File: config.mk
export PLATFORM = sky130hd
export DESIGN_NAME = keyed_ordered_queue_table
export DESIGN_NICKNAME = d
export VERILOG_FILES = /design/src/rtl/core/koqt_pkg.sv /design/src/rtl/core/keyed_ordered_queue_table.sv /design/src/rtl/core/koqt_cell.sv
export SDC_FILE = /design/constraint.sdc
export NUM_CORES = 2
export LEC_CHECK = 0
export BUFFER_PORTS_ARGS = -buffer_cell sky130_fd_sc_hd__clkbuf_2
export CAP_MARGIN = 40
export CORE_MARGIN = 3
export CORE_UTILIZATION = 30
export CTS_CLUSTER_SIZE = 8
export DETAILED_ROUTE_END_ITERATION = 8
export HOLD_SLACK_MARGIN = 0.05
export PLACE_DENSITY = 0.45
export SKIP_LAST_GASP = 1
export SYNTH_ARGS = -nofsm -noshare
export SYNTH_HDL_FRONTEND = slang
export SYNTH_SLANG_ARGS = --single-unit
File: constraint.sdc
create_clock -name i_clk -period 12.8 [get_ports i_clk]
set_input_delay 3.2 -clock i_clk [delete_from_list [all_inputs] [get_ports i_clk]]
set_output_delay 3.2 -clock i_clk [all_outputs]
set_load 0.01 [all_outputs]
File: src/rtl/core/koqt_pkg.sv
// Shared types and constants for the keyed ordered queue table.
// Holds opcode and status codes and the control struct broadcast to the cells.
// No dependencies.
package koqt_pkg;

    localparam int CAPACITY  = 16;
    localparam int DATA_BITS = 32;
    localparam int ID_BITS   = 16;
    localparam int OP_BITS   = 4;
    localparam int ST_BITS   = 2;

    typedef enum logic [OP_BITS-1:0] {
        OP_PUSH      = 4'd0,
        OP_PUSH_ID   = 4'd1,
        OP_PEEK      = 4'd2,
        OP_POP_FIRST = 4'd3,
        OP_POP_LAST  = 4'd4,
        OP_NEXT      = 4'd5,
        OP_DEL_ID    = 4'd6,
        OP_DEL_DATA  = 4'd7,
        OP_MODIFY    = 4'd8,
        OP_SEARCH    = 4'd9,
        OP_CLEAR     = 4'd10
    } t_op;

    typedef enum logic [ST_BITS-1:0] {
        ST_OK       = 2'd0,
        ST_EMPTY    = 2'd1,
        ST_NOTFOUND = 2'd2,
        ST_FULL     = 2'd3
    } t_status;

    typedef struct packed {
        logic en;
        logic match_all;
        logic match_id;
        logic match_data;
        logic match_tail;
        logic report_next;
        logic do_remove;
        logic do_push;
        logic do_modify;
        logic do_clear;
    } t_ctrl;

endpackage

File: src/rtl/core/keyed_ordered_queue_table.sv
// A result beat is registered and appears in the cycle after its input beat is accepted.
// Throughput: one operation per cycle while results are taken; every operation finishes in a single
// pass through the row of CAPACITY slot cells (parallel match, shift to close gaps).
// A result waiting in the output register does not stall input if it is taken.
// Reset empties the table, zeroes the id counter and drops any pending result.
// Top level of the keyed ordered queue table; depends on koqt_pkg and koqt_cell.
module keyed_ordered_queue_table (
    input  logic                             i_clk,
    input  logic                             i_rst_n,
    input  logic                             i_in_valid,
    output logic                             o_in_ready,
    input  logic [koqt_pkg::OP_BITS-1:0]     i_opcode,
    input  logic [koqt_pkg::ID_BITS-1:0]     i_id_in,
    input  logic [koqt_pkg::DATA_BITS-1:0]   i_data_in,
    input  logic                             i_from_start,
    output logic                             o_out_valid,
    input  logic                             i_out_ready,
    output logic [koqt_pkg::ST_BITS-1:0]     o_status,
    output logic [koqt_pkg::ID_BITS-1:0]     o_id_out,
    output logic [koqt_pkg::DATA_BITS-1:0]   o_data_out
);
    import koqt_pkg::*;

    logic                 w_accept;
    t_op                  w_op;
    t_ctrl                w_ctrl;
    logic                 w_empty;
    logic                 w_full;
    logic [ID_BITS-1:0]   w_push_id;

    logic [CAPACITY-1:0]  w_valid;
    logic [CAPACITY-1:0]  w_hit;
    logic [CAPACITY-1:0]  w_first;
    logic [CAPACITY-1:0]  w_report;
    logic [ID_BITS-1:0]   w_id   [CAPACITY];
    logic [DATA_BITS-1:0] w_data [CAPACITY];

    logic                 w_found;
    logic [ID_BITS-1:0]   w_sel_id;
    logic [DATA_BITS-1:0] w_sel_data;

    logic [ID_BITS-1:0]   r_id_ctr;
    logic [ID_BITS-1:0]   n_id_ctr;
    logic                 r_out_valid;
    t_status              r_status;
    logic [ID_BITS-1:0]   r_id_out;
    logic [DATA_BITS-1:0] r_data_out;
    t_status              n_status;
    logic [ID_BITS-1:0]   n_id_out;
    logic [DATA_BITS-1:0] n_data_out;

    assign o_in_ready  = !r_out_valid || i_out_ready;
    assign w_accept    = i_in_valid && o_in_ready;
    assign w_op        = t_op'(i_opcode);
    assign w_empty     = !w_valid[0];
    assign w_full      = w_valid[CAPACITY-1];
    assign n_id_ctr    = r_id_ctr + ID_BITS'(1);
    assign w_push_id   = (w_op == OP_PUSH) ? n_id_ctr : i_id_in;

    always_comb begin
        w_ctrl    = '0;
        w_ctrl.en = w_accept;
        unique case (w_op)
            OP_PUSH, OP_PUSH_ID: w_ctrl.do_push = !w_full;
            OP_PEEK:             w_ctrl.match_all = 1'b1;
            OP_POP_FIRST: begin
                w_ctrl.match_all = 1'b1;
                w_ctrl.do_remove = 1'b1;
            end
            OP_POP_LAST: begin
                w_ctrl.match_tail = 1'b1;
                w_ctrl.do_remove  = 1'b1;
            end
            OP_NEXT: begin
                w_ctrl.match_all   = i_from_start;
                w_ctrl.match_data  = !i_from_start;
                w_ctrl.report_next = !i_from_start;
            end
            OP_DEL_ID: begin
                w_ctrl.match_id  = 1'b1;
                w_ctrl.do_remove = 1'b1;
            end
            OP_DEL_DATA: begin
                w_ctrl.match_data = 1'b1;
                w_ctrl.do_remove  = 1'b1;
            end
            OP_MODIFY: begin
                w_ctrl.match_id  = 1'b1;
                w_ctrl.do_modify = 1'b1;
            end
            OP_SEARCH:           w_ctrl.match_id = 1'b1;
            OP_CLEAR:            w_ctrl.do_clear = 1'b1;
            default:             w_ctrl.en = w_accept;
        endcase
    end

    for (genvar g = 0; g < CAPACITY; g++) begin : g_cell
        logic                 w_prev_valid;
        logic                 w_prev_hit;
        logic                 w_prev_first;
        logic                 w_next_valid;
        logic [ID_BITS-1:0]   w_next_id;
        logic [DATA_BITS-1:0] w_next_data;

        if (g == 0) begin : g_head
            assign w_prev_valid = 1'b1;
            assign w_prev_hit   = 1'b0;
            assign w_prev_first = 1'b0;
        end else begin : g_body
            assign w_prev_valid = w_valid[g-1];
            assign w_prev_hit   = w_hit[g-1];
            assign w_prev_first = w_first[g-1];
        end

        if (g == CAPACITY - 1) begin : g_tail
            assign w_next_valid = 1'b0;
            assign w_next_id    = '0;
            assign w_next_data  = '0;
        end else begin : g_link
            assign w_next_valid = w_valid[g+1];
            assign w_next_id    = w_id[g+1];
            assign w_next_data  = w_data[g+1];
        end

        koqt_cell u_cell (
            .i_clk        (i_clk),
            .i_rst_n      (i_rst_n),
            .i_ctrl       (w_ctrl),
            .i_key_id     (i_id_in),
            .i_key_data   (i_data_in),
            .i_push_id    (w_push_id),
            .i_prev_valid (w_prev_valid),
            .i_prev_hit   (w_prev_hit),
            .i_prev_first (w_prev_first),
            .i_next_valid (w_next_valid),
            .i_next_id    (w_next_id),
            .i_next_data  (w_next_data),
            .o_valid      (w_valid[g]),
            .o_id         (w_id[g]),
            .o_data       (w_data[g]),
            .o_hit        (w_hit[g]),
            .o_first      (w_first[g]),
            .o_report     (w_report[g])
        );
    end

    always_comb begin
        w_sel_id   = '0;
        w_sel_data = '0;
        for (int i = 0; i < CAPACITY; i++) begin
            w_sel_id   = w_sel_id   | (w_id[i]   & {ID_BITS{w_report[i]}});
            w_sel_data = w_sel_data | (w_data[i] & {DATA_BITS{w_report[i]}});
        end
    end

    assign w_found = |w_report;

    always_comb begin
        n_status   = ST_OK;
        n_id_out   = '0;
        n_data_out = '0;
        unique case (w_op)
            OP_PUSH: begin
                if (w_full) begin
                    n_status = ST_FULL;
                end else begin
                    n_id_out = n_id_ctr;
                end
            end
            OP_PUSH_ID: begin
                n_id_out = i_id_in;
                n_status = w_full ? ST_FULL : ST_OK;
            end
            OP_PEEK, OP_POP_FIRST, OP_POP_LAST, OP_NEXT, OP_DEL_ID, OP_DEL_DATA: begin
                if (w_empty) begin
                    n_status = ST_EMPTY;
                end else if (!w_found) begin
                    n_status = ST_NOTFOUND;
                end else begin
                    n_id_out   = w_sel_id;
                    n_data_out = w_sel_data;
                end
            end
            OP_MODIFY, OP_SEARCH: begin
                if (w_empty) begin
                    n_status = ST_EMPTY;
                end else if (!w_found) begin
                    n_status = ST_NOTFOUND;
                end else begin
                    n_id_out   = i_id_in;
                    n_data_out = (w_op == OP_SEARCH) ? w_sel_data : '0;
                end
            end
            default: n_status = ST_OK;
        endcase
    end

    always_ff @(posedge i_clk) begin
        if (!i_rst_n) begin
            r_out_valid <= 1'b0;
            r_id_ctr    <= '0;
        end else begin
            if (w_accept) begin
                r_out_valid <= 1'b1;
            end else if (i_out_ready) begin
                r_out_valid <= 1'b0;
            end
            if (w_accept && w_op == OP_PUSH && !w_full) begin
                r_id_ctr <= n_id_ctr;
            end
        end
        if (w_accept) begin
            r_status   <= n_status;
            r_id_out   <= n_id_out;
            r_data_out <= n_data_out;
        end
    end

    assign o_out_valid = r_out_valid;
    assign o_status    = r_status;
    assign o_id_out    = r_id_out;
    assign o_data_out  = r_data_out;

    a_packed: assert property (@(posedge i_clk) disable iff (!i_rst_n)
        (w_valid & (w_valid + CAPACITY'(1))) == '0)
        else $error("table slots not packed from the head");

    a_report_onehot: assert property (@(posedge i_clk) disable iff (!i_rst_n)
        $onehot0(w_report))
        else $error("more than one slot selected for the result");

    a_push_grows: assert property (@(posedge i_clk) disable iff (!i_rst_n)
        (w_accept && (w_op == OP_PUSH || w_op == OP_PUSH_ID) && !w_full) |=>
        ($countones(w_valid) == $countones($past(w_valid)) + 1))
        else $error("push did not add exactly one entry");

    a_clear_empties: assert property (@(posedge i_clk) disable iff (!i_rst_n)
        (w_accept && w_op == OP_CLEAR) |=> (w_valid == '0))
        else $error("clear left entries in the table");

endmodule

File: src/rtl/core/koqt_cell.sv
// One slot of the ordered table: valid flag, id and data handle.
// Matches against the broadcast key, ripples the first-hit flag toward the
// tail and takes its neighbor's content when it or an earlier slot is removed.
// Depends on koqt_pkg.
module koqt_cell (
    input  logic                             i_clk,
    input  logic                             i_rst_n,
    input  koqt_pkg::t_ctrl                  i_ctrl,
    input  logic [koqt_pkg::ID_BITS-1:0]     i_key_id,
    input  logic [koqt_pkg::DATA_BITS-1:0]   i_key_data,
    input  logic [koqt_pkg::ID_BITS-1:0]     i_push_id,
    input  logic                             i_prev_valid,
    input  logic                             i_prev_hit,
    input  logic                             i_prev_first,
    input  logic                             i_next_valid,
    input  logic [koqt_pkg::ID_BITS-1:0]     i_next_id,
    input  logic [koqt_pkg::DATA_BITS-1:0]   i_next_data,
    output logic                             o_valid,
    output logic [koqt_pkg::ID_BITS-1:0]     o_id,
    output logic [koqt_pkg::DATA_BITS-1:0]   o_data,
    output logic                             o_hit,
    output logic                             o_first,
    output logic                             o_report
);
    import koqt_pkg::*;

    logic                 r_valid;
    logic [ID_BITS-1:0]   r_id;
    logic [DATA_BITS-1:0] r_data;
    logic                 n_valid;
    logic [ID_BITS-1:0]   n_id;
    logic [DATA_BITS-1:0] n_data;
    logic                 w_match;

    assign w_match = r_valid & (i_ctrl.match_all
                     | (i_ctrl.match_id   & (r_id == i_key_id))
                     | (i_ctrl.match_data & (r_data == i_key_data))
                     | (i_ctrl.match_tail & !i_next_valid));

    assign o_first  = w_match & !i_prev_hit;
    assign o_hit    = i_prev_hit | w_match;
    assign o_report = i_ctrl.report_next ? (i_prev_first & r_valid) : o_first;
    assign o_valid  = r_valid;
    assign o_id     = r_id;
    assign o_data   = r_data;

    always_comb begin
        n_valid = r_valid;
        n_id    = r_id;
        n_data  = r_data;
        if (i_ctrl.en) begin
            if (i_ctrl.do_clear) begin
                n_valid = 1'b0;
            end else if (i_ctrl.do_push && !r_valid && i_prev_valid) begin
                n_valid = 1'b1;
                n_id    = i_push_id;
                n_data  = i_key_data;
            end else if (i_ctrl.do_remove && o_hit) begin
                n_valid = i_next_valid;
                n_id    = i_next_id;
                n_data  = i_next_data;
            end else if (i_ctrl.do_modify && o_first) begin
                n_data  = i_key_data;
            end
        end
    end

    always_ff @(posedge i_clk) begin
        if (!i_rst_n) begin
            r_valid <= 1'b0;
        end else begin
            r_valid <= n_valid;
        end
        r_id   <= n_id;
        r_data <= n_data;
    end

endmodule

==> results.sh <==
export IMPL_root_buffer="clkbuf_16"
export IMPL_cts_resized=0
export IMPL_grt_overflow_total=0
export IMPL_r2r_start="g_cell[0].u_cell.o_data[28]$_DFFE_PP_"
export IMPL_start_kind="input pin"
export IMPL_yosys_cell_types_count=71
export IMPL_worstSetupStartpoint="i_opcode[3]"
export IMPL_ys_dominant_reg_cell="edfxtp_1"
export IMPL_drt_wl_total_um=202100
export IMPL_grt_use_total=0.2302
export IMPL_ys_warn_count=0
export IMPL_firstDrtPassIters=9
export IMPL_cts_clk_slew_worst_paths_ns=0.06
export IMPL_cts_tree="done"
export IMPL_rsz0062_at_grt="false"
export IMPL_r2r_slack_ns=6.52
export IMPL_syn_nets=4447
export IMPL_yosysSeqAreaShare=0.5060
export IMPL_cellPowerDensity_nw_per_um2=114.6
export IMPL_core_area_sq_um=163900
export IMPL_finalHoldViolCount=0
export IMPL_synth_area_sq_um=49850
export IMPL_viasPerCell=5.651
export IMPL_grt_pass1_wl_um=283900
export IMPL_dieArea_sq_um=171100
export IMPL_ctsLongestPathBuffers=3
export IMPL_place_ws_ns=3.473
export IMPL_tightest_slew_ns=0.9231
export IMPL_max_cap_viol_count=0
export IMPL_ant_nets=0
export IMPL_slew_viol_final=0
export IMPL_rr_worst_depth=15
export IMPL_arrival_ns=9.23
export IMPL_antenna_found_initial=3
export IMPL_route_vias_total=37190
export IMPL_grt_max_degree=52
export IMPL_start_util=0.3042
export IMPL_end_kind="register"
export IMPL_cts_buffers=117
export IMPL_cts_sinks=851
export IMPL_grt_pass1_vias=36030
export IMPL_cp_max_fo=47
export IMPL_finalSetupTns_ns=0
export IMPL_post_cts_setup_buffer_count=0
export IMPL_fin_crit_sh=0.6866
export IMPL_max_freq_mhz=113.8
export IMPL_gp_congestion=0.9295
export IMPL_syn_inst=4389
export IMPL_skew_ns=0.06086
export IMPL_cts_hold_buf=0
export IMPL_die_h_um=413.6
export IMPL_worstPathRequired_ns=13.25
export IMPL_path_class="in -> reg"
export IMPL_ir_drop_mv=0.1028
export IMPL_wl_per_cell_um=30.70
export IMPL_row_count=148
export IMPL_port_buffers=108
export IMPL_violations="DRC"
export IMPL_pin_count=109
export IMPL_worstSkewPairLatency_ns=0.76
export IMPL_max_slew_margin=0.3789
export IMPL_fin_ws_ns=4.012
export IMPL_areaGrowthSynthToFinish_pct=13.34
export IMPL_postSynthAreaPerCell_sq_um=11.36
export IMPL_fin_util=0.3448
export IMPL_initialDrtViolationCount=5204
export IMPL_drive_gt1_frac=0.2142
export IMPL_setup_violations=0
export IMPL_outcome="finished, violations left"
export IMPL_nNetsFinal=4418
export IMPL_crit_end="o_id_out[9]$_DFFE_PP_"
export IMPL_r2r_end="o_id_out[9]$_DFFE_PP_"
export IMPL_period_needed_ns=8.788
export IMPL_min_path_type="reg -> reg"
export IMPL_synthArstFlopShare=0
export IMPL_drc=2
export IMPL_power_w=0.006473
export IMPL_diodes=0
export IMPL_post_dp_hpwl_um=147900
export IMPL_htree_levels=3
export IMPL_synth_edf_count=818
export IMPL_die_w_um=413.6
export IMPL_ys_ff_latch=851
export IMPL_p_leak_nw=18.78
==> state kept, by name (all words and copies together), names as in the netlist <==
register	cells
g_cell.u_cell.o_data	512
g_cell.u_cell.o_id	256
g_cell.u_cell.o_valid	16
o_data_out	32
o_id_out	16
o_out_valid	1
o_status	2
r_id_ctr	16
==> power breakdown <==
group          leakage (nW)  total [W]  switching, W  internal (W)
registers              7.82    0.00307     0.0000109       0.00305
logic                  9.39   0.000468      0.000303      0.000165
clock network          1.56    0.00294       0.00126       0.00168
==> metrics by stage <==
| stage | hold WS (ns) | std cells | instance area, sq um |
|---|---|---|---|
| floorplan | 0.4609 | 4389 | 49850 |
| global placement | 0.4777 | 6374 | 52580 |
| detailed placement | 0.4889 | 6415 | 53250 |
| CTS | 0.4965 | 6581 | 56490 |
| global route | 0.5330 | 6582 | 56500 |
| finish | 0.4915 | 6582 | 56500 |
==> worst max-delay path, stage by stage <==
cell and delay [ns]:
clkbuf_2 0.29, and3b_1 0.32, and2_1 0.14, buf_4 0.32, nand3_1 0.30, nor4_1 0.53, clkdlybuf4s15_2 0.34, a31o_1 0.39
nor4_2 0.10, buf_4 0.22, and2_2 0.19, buf_4 0.35, or4_1 0.70, or3_1 0.50, or2_4 0.33, a31oi_4 0.72
o221ai_1 0.25
==> metal layers <==
metal	share of wire	track usage
met1	0.43	0.3226
met2	0.47	0.3691
met3	0.073	0.03526
met4	0.028	0.06121
met5	0	0
==> kinds of logic (layout without fill, tap and decap cells) <==
kind of cell | Yosys count | in the layout | share of synthesized area
AOI/OAI and AO/OA | 748 | 748 | 0.1078
xor gates and xnor gates | 791 | 791 | 0.1390
adders and majority gates | 1 | 1 | 0.0002509
buffers and inverters | 443 | 461 | 0.03772
DFF | 851 | 851 | 0.5060
muxes | 452 | 452 | 0.1020
and+or+nand+nor | 1103 | 1103 | 0.1072
==> cells in the final DEF, fill, tap and decap left out, types with 7 or more instances in the layout <==
cell,Yosys,final
nand2b_1,15,15
clkbuf_16,0,118
a221oi_1,41,41
or4_1,9,9
o41ai_1,14,13
a21oi_2,0,13
and2_1,16,13
nand2_1,497,494
clkbuf_1,273,41
xnor2_1,288,288
a222oi_1,175,175
edfxtp_1,818,818
nand4_1,79,79
buf_8,0,12
nand3_1,99,98
nand3b_1,12,12
nor4_1,127,124
and3_1,50,49
a31o_2,17,17
o221ai_2,10,10
a221o_1,7,7
nor2_4,0,8
o21ai_0,292,292
nor2b_1,38,38
a22oi_1,25,25
nor2_1,86,75
dfxtp_1,33,33
inv_1,31,31
xor2_1,503,503
buf_4,14,115
or2_2,8,8
or3_1,11,11
a21oi_1,82,67
mux2_2,450,450
buf_6,5,9
a21boi_0,15,15
buf_12,0,11
clkbuf_2,0,108
nor3_1,41,39
==> worst min-delay path by stage <==
| stage | startpoint | depth (start not counted) | endpoint |
|---|---|---|---|
| finish | r_id_ctr[1]$_SDFFE_PN0P_ | 2 | r_id_ctr[1]$_SDFFE_PN0P_ |
| global route | r_id_ctr[1]$_SDFFE_PN0P_ | 2 | r_id_ctr[1]$_SDFFE_PN0P_ |
| CTS | r_id_ctr[1]$_SDFFE_PN0P_ | 2 | r_id_ctr[1]$_SDFFE_PN0P_ |
| detailed placement | r_id_ctr[1]$_SDFFE_PN0P_ | 2 | r_id_ctr[1]$_SDFFE_PN0P_ |
| global placement | r_id_ctr[1]$_SDFFE_PN0P_ | 2 | r_id_ctr[1]$_SDFFE_PN0P_ |
| floorplan | r_id_ctr[1]$_SDFFE_PN0P_ | 2 | r_id_ctr[1]$_SDFFE_PN0P_ |
==> Yosys cell counts, types with 41 or more instances <==
cell      number  area share
a21oi_1       82      0.0082
a221oi_1      41      0.0072
a222oi_1     175       0.035
and3_1        50      0.0063
buf_2        102       0.010
clkbuf_1     273       0.021
edfxtp_1     818        0.49
mux2_2       450        0.10
nand2_1      497       0.037
nand3_1       99      0.0099
nand4_1       79      0.0099
nor2_1        86      0.0065
nor3_1        41      0.0041
nor4_1       127       0.016
o21ai_0      292       0.029
xnor2_1      288       0.051
xor2_1       503       0.088
==> final cells by class <==
type	instances	area, sq um
repair buffers	263	2071
fillers	16480	107400
well taps	2175	2721
clock inverters	4	90.09
multi-input cells	3095	23130
clock buffers	162	3148
flip-flops and latches	851	25220
inverters	32	120.1
(Power assumes the default switching activity.)
